--- config.mk ---
export PLATFORM = sky130hd
export DESIGN_NAME = cdsd_isqrt
export DESIGN_NICKNAME = d
export VERILOG_FILES = /design/src/hw/rtl/cdsd_pkg.sv /design/src/hw/rtl/cdsd_isqrt.sv
export SDC_FILE = /design/constraint.sdc
export NUM_CORES = 1
export LEC_CHECK = 0
export BUFFER_PORTS_ARGS = -buffer_cell sky130_fd_sc_hd__buf_4
export CAP_MARGIN = 15
export CORE_ASPECT_RATIO = 1.2
export CORE_MARGIN = 1.5
export CORE_UTILIZATION = 53
export CTS_CLUSTER_DIAMETER = 40
export CTS_CLUSTER_SIZE = 10
export DETAILED_ROUTE_END_ITERATION = 10
export PLACE_DENSITY = 0.76
export SKIP_CTS_REPAIR_TIMING = 1
export SLEW_MARGIN = 40
export SYNTH_ARGS = -nofsm -noshare
export SYNTH_HDL_FRONTEND = slang
export SYNTH_SLANG_ARGS = --single-unit
export TNS_END_PERCENT = 20
--- constraint.sdc ---
create_clock -name clk -period 2.5 [get_ports clk]
set_input_delay 0.25 -clock clk [delete_from_list [all_inputs] [get_ports clk]]
set_output_delay 0.25 -clock clk [all_outputs]
set_load 0.02 [all_outputs]
--- src/hw/rtl/cdsd_pkg.sv ---
// ----------------------------------------------------------------------------
// cdsd_pkg: shared types and constants for the contour diameter unit
// Transaction payload structs, field widths and the sequencer state encoding.
// ----------------------------------------------------------------------------
`default_nettype none

package cdsd_pkg;

  // Fixed field widths of the input and result transactions.
  localparam int COORD_FIELD_W = 12;
  localparam int SQ_W          = 25;
  localparam int FIX_W         = 21;
  localparam int FRAC_BITS     = 8;

  typedef struct packed {
    logic [COORD_FIELD_W-1:0] point_x;
    logic [COORD_FIELD_W-1:0] point_y;
    logic                     last_point;
  } point_item_t;

  typedef struct packed {
    logic [SQ_W-1:0]  diameter_squared;
    logic [FIX_W-1:0] diameter_fixed;
    logic             overflowed;
  } result_item_t;

  typedef enum logic [2:0] {
    ST_LOAD,
    ST_START_RD,
    ST_START_LATCH,
    ST_SWEEP,
    ST_DRAIN,
    ST_ROOT,
    ST_EMIT
  } state_t;

endpackage

`default_nettype wire

--- src/hw/rtl/cdsd_isqrt.sv ---
// ----------------------------------------------------------------------------
// cdsd_isqrt: digit-serial integer square root
// Returns floor(sqrt(radicand * 2^(2*FRAC_BITS))), one root bit per cycle.
// ----------------------------------------------------------------------------
`default_nettype none

module cdsd_isqrt (
  input  wire logic                      clk,
  input  wire logic                      rst,
  input  wire logic                      start,
  input  wire logic [cdsd_pkg::SQ_W-1:0] radicand,
  output logic                           done,
  output logic [cdsd_pkg::FIX_W-1:0]     root
);

  localparam int FW   = cdsd_pkg::FIX_W;
  localparam int VW   = 2 * FW;
  localparam int REMW = FW + 3;
  localparam int STW  = $clog2(FW + 1);

  logic [VW-1:0]   val;
  logic [REMW-1:0] rem;
  logic [STW-1:0]  steps;
  logic            running;

  logic [REMW-1:0] rem_sh;
  logic [REMW-1:0] trial;
  logic            fits;

  always_comb begin
    rem_sh = {rem[REMW-3:0], val[VW-1 -: 2]};
    trial  = REMW'({root, 2'b01});
    fits   = rem_sh >= trial;
  end

  always_ff @(posedge clk) begin
    if (rst) begin
      running <= 1'b0;
      done    <= 1'b0;
    end else begin
      done <= 1'b0;
      if (start) begin
        running <= 1'b1;
        steps   <= STW'(FW);
      end else if (running) begin
        steps <= steps - STW'(1);
        if (steps == STW'(1)) begin
          running <= 1'b0;
          done    <= 1'b1;
        end
      end
    end
  end

  always_ff @(posedge clk) begin
    if (start) begin
      val  <= VW'(radicand) << (2 * cdsd_pkg::FRAC_BITS);
      rem  <= '0;
      root <= '0;
    end else if (running) begin
      val  <= val << 2;
      rem  <= fits ? (rem_sh - trial) : rem_sh;
      root <= {root[FW-2:0], fits};
    end
  end

endmodule

`default_nettype wire

==> results of run 1 <==
where the power goes:
part	internal, mW	switching, mW
sequential	1.49	0.153
combinational	2.24	2.34
clock	0.487	0.529
per-layer routing:
metal  part of all wire, %  vias up
met2                    50       90
li1                      -     1812
met4                   2.5        0
met1                    44     1687
met3                   3.8       23
met5                     0        -
registers in the layout, indices dropped and copies added (netlist names):
name     cells
root        21
done         1
val         26
running      1
rem         22
steps        5
kinds of logic (layout without fill, tap and decap cells):
| logic type | after synthesis | after routing | share of synthesized area [%] |
|---|---|---|---|
| mux | 57 | 57 | 13.5 |
| simple gates | 125 | 125 | 14.0 |
| xor+xnor | 16 | 16 | 3.14 |
| compound gates | 97 | 97 | 15.4 |
| flops | 76 | 76 | 40.9 |
| buf+inv | 54 | 147 | 6.12 |
| fa+ha+maj | 25 | 25 | 7.02 |
cells in the final DEF (no fill, tap or decap), types with 10 or more instances in the layout:
cell and instances:
a211oi_1 10, a21oi_1 15, buf_4 98, dfxtp_1 35, dfxtp_2 11, edfxtp_1 30, ha_1 20, inv_1 33
mux2_2 25, mux2i_1 32, nand2_1 22, nor2_1 52, o21ai_0 17, xnor2_1 11
through the flow:
step	utilization (%)	total power [mW]	TNS (ns)	area, µm²	hold slack [ns]
floorplan	-	4.66	-0.00686	4470	0.329
global placement	63.5	5.75	0	5170	0.433
detailed placement	63.5	5.84	-0.000945	5170	0.429
CTS	66.1	6.89	-0.0644	5390	0.0407
global route	67.7	7.70	-0.0181	5520	0.0454
finish	67.7	7.23	0	5520	0.0579
final cells by class:
cell class	count	share of cell area, %
Multi-Input combinational cell	320	44.7
Sequential cell	76	33.3
Timing Repair Buffer	98	13.3
Tap cell	114	2.59
Clock buffer	9	2.25
Inverter	33	2.25
Clock inverter	7	1.61
final timing paths:
check,slack [ns],end,start,cells after the start
hold reg to reg,0.50,rem[2],rem[2],2
setup / recovery,0.07,rem[21],rem[11],8
setup reg to reg,0.07,rem[21],rem[11],8
hold / removal,0.06,done,rst,2
worst register-to-register path, stage by stage, from the launching register on:
cell and delay (ns):
dfxtp_1 0.37, ha_1 0.40, and3_4 0.23, nand4_1 0.13, or2_2 0.32, nand3_1 0.08, o21ai_0 0.07, or4_1 0.56
o2bb2ai_1 0.15
==> impl_metrics.yaml, run 1 <==
run_status:
  status: "finished clean"
placement:
  dpl.hpwl_mm: 7.32
  io_buffers: 49
  gp_congestion: 0.931
  pre_cts_ws_ns: -0.000945
  placed_cells: 637
synth:
  ys_top_cells_by_area: "dfxtp_1 (21%), edfxtp_1 (20%), mux2i_1 (7.2%), ha_1 (7.0%), mux2_2 (6.3%)"
  synth_most_common_cell: "nor2_1"
  synth_top_area_share_pct: 20.7
  yosysSeqAreaShare_pct: 40.9
  async_flop_share_pct: 0
  syn_area_mm2: 0.00446
  ys_types: 64
  synth.avg_cell_area_um2: 9.90
  ys_warn_count: 0
  synthTopCellsByCount: "nor2_1 (52), dfxtp_1 (46), inv_1 (33)"
  synth-edff-count: 30
  synth_top_area_cell: "dfxtp_1"
  synth-seq-cells: 76
  synth_ff_type: "dfxtp_1"
  syn_inst: 450
  synth_fp_nets: 503
final_layout:
  diodes: 0
  finalNonFillerCells: 657
  final_layout_size_suffix_gt1_share_pct: 32.8
  multiInputGateArea_mm2: 0.00247
  area_delta_synth_final_pct: 23.8
  final_nets: 591
  area.sequential_mm2: 0.00184
  fill_cells: 649
sta:
  min_period_over_period_pct: 97.2
  final_max_slew_viol_count: 0
  final.min_clock_period_ns: 2.43
  slew_headroom_pct: 58.2
  fin_skew_ns: 0.0161
  fmax_mhz: 412
  setup_slack_ns: 0.0705
  hold_violations: 0
  setup_viol: 0
  tightest_slew_ns: 0.628
global_routing:
  grt_pass1_wl_mm: 16.1
  grt_use_met1_pct: 28.3
  globalRoute.busiestLayer: "met2"
  grt_util_met2_pct: 39.5
  grt_usage_pct: 23.1
  grt_max_degree: 49
  antenna_found_initial: 0
  grt_util_met3_pct: 4.84
  grt_overflow: 0
  grt_pass1_vias: 3491
route:
  avgRoutedWirePerCell_um: 15.2
  routed_wl_mm: 10.0
  drt-pass1-iter-count: 4
  drt_iter0_markers: 178
  drtAntennaViolNets: 0
  num_vias: 3612
  routed_via_density: 5.50
  drc: 0
setup_path:
  crit_path_max_fanout: 6
  worstSetupPathType: "flip-flop to flip-flop"
  cp_num_buf_inv: 0
  crit_required_ns: 2.73
  cpMaxStageDelayCell: "or4_1"
  path_delay_family: "simple AND/OR/NAND/NOR gates"
  crit_chain: "ha_1 > and3_4 > nand4_1 > or2_2 > nand3_1 > o21ai_0 > or4_1 > o2bb2ai_1"
  cp-end-kind: "flip-flop"
  cp.arrival_ns: 2.66
  slowest_delay_ns: 0.56
  cp-start-kind: "flip-flop"
clocking:
  htree_num_levels: 3
  clkTransAtPathRegs_ns: 0.10
  cts_root_buf: "clkbuf_8"
  cts_buffers: 9
  cts.sinks: 76
  clockBufferDepth: 2
  tritoncts: "done"
  clk_latency_ns: 0.37
die:
  dieArea_mm2: 0.00897
  boundaryPins: 50
  initial_utilization_pct: 54.7
  fp.dieH_um: 103
  fp.coreArea_mm2: 0.00815
  row_count: 36
  dieWidth_um: 86.7
hold_path:
  min_path_type: "input port to flip-flop"
job:
  maxCapViolCount: 0
pwr:
  p_leak_nw: 2.31
  power-per-cell-area_mw_per_mm2: 1310
  irDropWorstVdd_mv: 0.693
No activity file was read; power rests on OpenSTA's default activity.
==> run 2, diff against run 1 <==
==> constraint.sdc (replaced) <==
create_clock -name clk -period 2.5 [get_ports clk]
set_input_delay 0.25 -clock clk [delete_from_list [all_inputs] [get_ports clk]]
set_output_delay 0.25 -clock clk [all_outputs]
set_load 0.05 [all_outputs]
==> impl_metrics.yaml, run 2 (same netlist as run 1, synthesis figures left out) <==
placement:
  gp_congestion: 0.904
  place_area_mm2: 0.00517
  dpl.hpwl_mm: 7.13
  io_buffers: 49
  pre_cts_ws_ns: 0.0108
route:
  drt_iter0_markers: 160
  drt-pass1-iter-count: 4
  drtAntennaViolNets: 0
  drc: 0
  routed_wl_mm: 9.81
  avgRoutedWirePerCell_um: 15.2
  routed_via_density: 5.52
  num_vias: 3563
pwr:
  pwr-share-clk_pct: 13.8
  internal-power_mw: 4.22
  pwr-share-seq_pct: 22.4
  swShare_pct: 42.1
  p_comb_share_pct: 63.8
  irDropWorstVdd_mv: 0.674
  power-per-cell-area_mw_per_mm2: 1330
  p_leak_nw: 2.26
  p_sw_mw: 3.07
setup_path:
  crit_chain: "inv_1 > ha_1 > o21a_1 > o211ai_1 > a31oi_2 > o2111ai_2 > buf_4 > nor3_1 > a211oi_1 > o32ai_1"
  cpMaxStageDelayCell: "dfxtp_2"
  cp-end-kind: "flip-flop"
  startpoint: "root[4]"
  worstSetupPathType: "flip-flop to flip-flop"
  regToRegStartpoint: "root[4]"
  cp_num_buf_inv: 2
  slowest_delay_ns: 0.36
  r2r_slack_ns: 0.05
  crit_required_ns: 2.77
  endpoint: "rem[19]"
  cp.arrival_ns: 2.71
  cp.depth: 10
  path_delay_family: "compound AO/OA/AOI/OAI gates"
  ff2ff_path_depth: 10
  r2r-end: "rem[19]"
  cp-start-kind: "flip-flop"
  crit_path_max_fanout: 4
sta:
  setup_slack_ns: 0.0522
  slew_headroom_pct: 59.9
  hold_violations: 0
  tightest_slew_ns: 0.601
  rsz0062_at_grt: "true"
  fin_hold_ws_ns: 0.0670
  min_period_over_period_pct: 97.9
  final_max_slew_viol_count: 0
  final.min_clock_period_ns: 2.45
  setup_viol: 0
  fin_skew_ns: 0.0168
  fmax_mhz: 409
clocking:
  cts_buffers: 9
  clkTransAtPathRegs_ns: 0.10
  cts_root_buf: "clkbuf_8"
  clockBufferDepth: 2
  tritoncts: "done"
  cts.sinks: 76
  htree_num_levels: 3
  clk_latency_ns: 0.37
global_routing:
  grt_usage_pct: 22.6
  grt_pass1_vias: 3344
  antenna_found_initial: 0
  grt_overflow: 0
  grt_max_degree: 55
  grt_pass1_wl_mm: 15.7
final_layout:
  area_delta_synth_final_pct: 23.0
  final_layout_size_suffix_gt1_share_pct: 33.6
  final_common_cell: "buf_4"
  top_register: "val"
  largest_reg_flops: 26
  final_util_pct: 67.2
  final_nets: 580
  area.sequential_mm2: 0.00188
  fill_cells: 628
  layout_common_cells: "buf_4 (85), nor2_1 (52), inv_1 (33)"
  fin_area_mm2: 0.00548
  top_regs: "val x26, rem x22, root x21"
  multiInputGateArea_mm2: 0.00246
  diodes: 0
die:
  row_count: 36
  dieArea_mm2: 0.00897
  boundaryPins: 50
  fp.dieH_um: 103
  initial_utilization_pct: 54.7
  fp.coreArea_mm2: 0.00815
  dieWidth_um: 86.7
job:
  maxCapViolCount: 0
hold_path:
  holdPathStages: 2
  min_path_type: "input port to flip-flop"
run_status:
  status: "finished clean"
-- run 2: cell count changes in the layout (fill, tap and decap cells not counted), sizes merged --
cell      change
buf          -11
inv           -1
clkinvlp      +1
-- run 2: layer usage --
metal | GRT usage [%] | up-vias | wire length (µm) | part of all wire [%]
li1 | - | 1786 | - | -
met5 | 0 | - | 0 | 0
met4 | 7.82 | 0 | 233 | 2.4
met1 | 29.3 | 1680 | 4470 | 46
met2 | 37.7 | 77 | 4800 | 49
met3 | 4.60 | 20 | 312 | 3.2
-- run 2: layout make-up --
class / count / share of cell area [%]
Sequential cell: 76 / 34.3
Clock inverter: 7 / 1.51
Tap cell: 114 / 2.60
Inverter: 33 / 2.26
Timing Repair Buffer: 87 / 12.2
Clock buffer: 9 / 2.26
Multi-Input combinational cell: 320 / 44.9
-- run 2: how the worst min path moves through the flow --
| stage | to | start | slack (ns) |
|---|---|---|---|
| detailed placement | done | rst | 0.44 |
| global placement | done | rst | 0.44 |
| finish | done | rst | 0.07 |
| floorplan | done | rst | 0.33 |
| CTS | done | rst | 0.06 |
| global route | done | rst | 0.06 |
-- run 2: power by group through the flow --
| stage | combinational [mW] | clock, mW | sequential (mW) |
|---|---|---|---|
| 2_1_floorplan | 3.08 | 0 | 1.64 |
| 3_3_place_gp | 4.21 | 0 | 1.65 |
| 3_5_place_dp | 4.26 | 0 | 1.66 |
| 4_1_cts | 4.30 | 1.02 | 1.63 |
| 5_1_grt | 5.03 | 1.07 | 1.65 |
| 6_report | 4.65 | 1.01 | 1.63 |
-- run 2: stage by stage --
| stage | TNS, ns | instances | power [mW] |
|---|---|---|---|
| finish | 0 | 646 | 7.29 |
| global route | -0.198 | 646 | 7.75 |
| CTS | -0.0298 | 644 | 6.95 |
| detailed placement | 0 | 628 | 5.92 |
| global placement | 0 | 628 | 5.86 |
| floorplan | -0.00306 | 450 | 4.71 |
==> run 3, diff against run 2 <==
--- a/config.mk
+++ b/config.mk
@@ -5,14 +5,14 @@
 export SDC_FILE = /design/constraint.sdc
 export NUM_CORES = 1
 export LEC_CHECK = 0
-export BUFFER_PORTS_ARGS = -buffer_cell sky130_fd_sc_hd__buf_4
 export CAP_MARGIN = 15
 export CORE_ASPECT_RATIO = 1.2
 export CORE_MARGIN = 1.5
-export CORE_UTILIZATION = 53
+export CORE_UTILIZATION = 58
 export CTS_CLUSTER_DIAMETER = 40
 export CTS_CLUSTER_SIZE = 10
 export DETAILED_ROUTE_END_ITERATION = 10
+export DONT_BUFFER_PORTS = 1
 export PLACE_DENSITY = 0.76
 export SKIP_CTS_REPAIR_TIMING = 1
 export SLEW_MARGIN = 40
==> impl_metrics.yaml, run 3 (same netlist as run 1, synthesis figures left out) <==
sta:
  finalSetupTns_ns: 0
  hold_violations: 0
  fin_skew_ns: 0.0171
  final.min_clock_period_ns: 2.42
  min_period_over_period_pct: 96.6
  setup_slack_ns: 0.0846
  fmax_mhz: 414
  slew_headroom_pct: 64.9
  fin_hold_ws_ns: 0.0143
  rsz0062_at_grt: "true"
  final_max_slew_viol_count: 0
  tightest_slew_ns: 0.527
  setup_viol: 0
pwr:
  p_comb_share_pct: 60.8
  internal-power_mw: 4.39
  power-per-cell-area_mw_per_mm2: 1390
  swShare_pct: 40.8
  finalPower_mw: 7.42
  pwr-share-seq_pct: 22.2
  p_leak_nw: 2.16
  irDropWorstVdd_mv: 0.934
  p_sw_mw: 3.03
  pwr-share-clk_pct: 17.0
final_layout:
  area_delta_synth_final_pct: 19.7
  diodes: 0
  finalNonFillerCells: 593
  top_register: "val"
  top_regs: "val x26, rem x22, root x21"
  largest_reg_flops: 26
  final_common_cell: "buf_4"
  final_util_pct: 72.5
  fin_area_mm2: 0.00533
  layout_common_cells: "buf_4 (54), nor2_1 (52), inv_1 (33)"
  final_nets: 551
  final_layout_size_suffix_gt1_share_pct: 28.6
clocking:
  tritoncts: "done"
  cts_buffers: 9
  clkTransAtPathRegs_ns: 0.09
  clk_latency_ns: 0.37
  cts_root_buf: "clkbuf_8"
  htree_num_levels: 3
  cts.sinks: 76
  clockBufferDepth: 2
route:
  drtAntennaViolNets: 0
  drt_iter0_markers: 228
  routed_via_density: 5.98
  num_vias: 3547
  drc: 0
  routed_wl_mm: 10.3
  drt-pass1-iter-count: 4
  avgRoutedWirePerCell_um: 17.3
die:
  boundaryPins: 50
  fp.dieH_um: 99.0
  dieWidth_um: 83.0
  initial_utilization_pct: 60.6
  dieArea_mm2: 0.00822
  row_count: 34
  fp.coreArea_mm2: 0.00736
setup_path:
  cp-start-kind: "flip-flop"
  cp.arrival_ns: 2.67
  crit_path_max_fanout: 6
  cp-end-kind: "flip-flop"
  crit_required_ns: 2.75
  worstSetupPathType: "flip-flop to flip-flop"
global_routing:
  grt_pass1_vias: 3519
  antenna_found_initial: 0
  grt_usage_pct: 24.6
  grt_max_degree: 69
  grt_pass1_wl_mm: 16.2
  grt_overflow: 0
placement:
  dpl.hpwl_mm: 7.21
  place_area_mm2: 0.00491
  pre_cts_ws_ns: 0.00899
  io_buffers: 0
  placed_cells: 573
  gp_congestion: 0.923
job:
  maxCapViolCount: 0
run_status:
  status: "finished clean"
hold_path:
  min_path_type: "input port to flip-flop"
run 3: cell types whose count changed in the layout (fill, tap and decap cells not counted), moves of 3 or more:
cell       previous run  this run
ha_4                  0         3
o21ai_0              16        19
bufinv_16             1         4
o21ai_1               3         0
buf_4                85        54
run 3: critical path: stages, from the launching register on:
cell	delay (ns)
dfxtp_4	0.35
inv_1	0.03
ha_1	0.37
and3_1	0.24
nand4_1	0.17
or2_2	0.33
nand3_1	0.09
o21ai_0	0.07
or4_1	0.53
o2bb2ai_1	0.13
run 3: area by class of cell:
cell class,count,area (µm²)
Clock inverter,6,138
Multi-Input combinational cell,320,2490
Clock buffer,10,128
Timing Repair Buffer,58,465
Tap cell,90,113
Sequential cell,76,1880
Inverter,33,124
Fill cell,557,2030
run 3: worst paths after layout:
path	from	end	slack (ns)	cells after the start
worst max-delay path	root[13]	rem[21]	0.08	9
worst min-delay path	start	rem[19]	0.01	1
worst max register to register	root[13]	rem[21]	0.08	9
worst min register to register	val[39]	val[41]	0.51	2
run 3: power groups by stage:
stage	Sequential (mW)	Combinational, mW	Clock (mW)
finish	1.65	4.51	1.26
global route	1.66	4.88	1.31
CTS	1.63	4.19	1.26
detailed placement	1.66	4.16	0
global placement	1.65	4.08	0
floorplan	1.64	3.08	0
run 3: layer usage:
metal	wire, µm	global-route usage, %	vias to the layer above
li1	-	-	1732
met1	4220	29.9	1700
met2	5270	43.4	97
met3	602	4.44	18
met4	193	9.36	0
met5	0	0	-
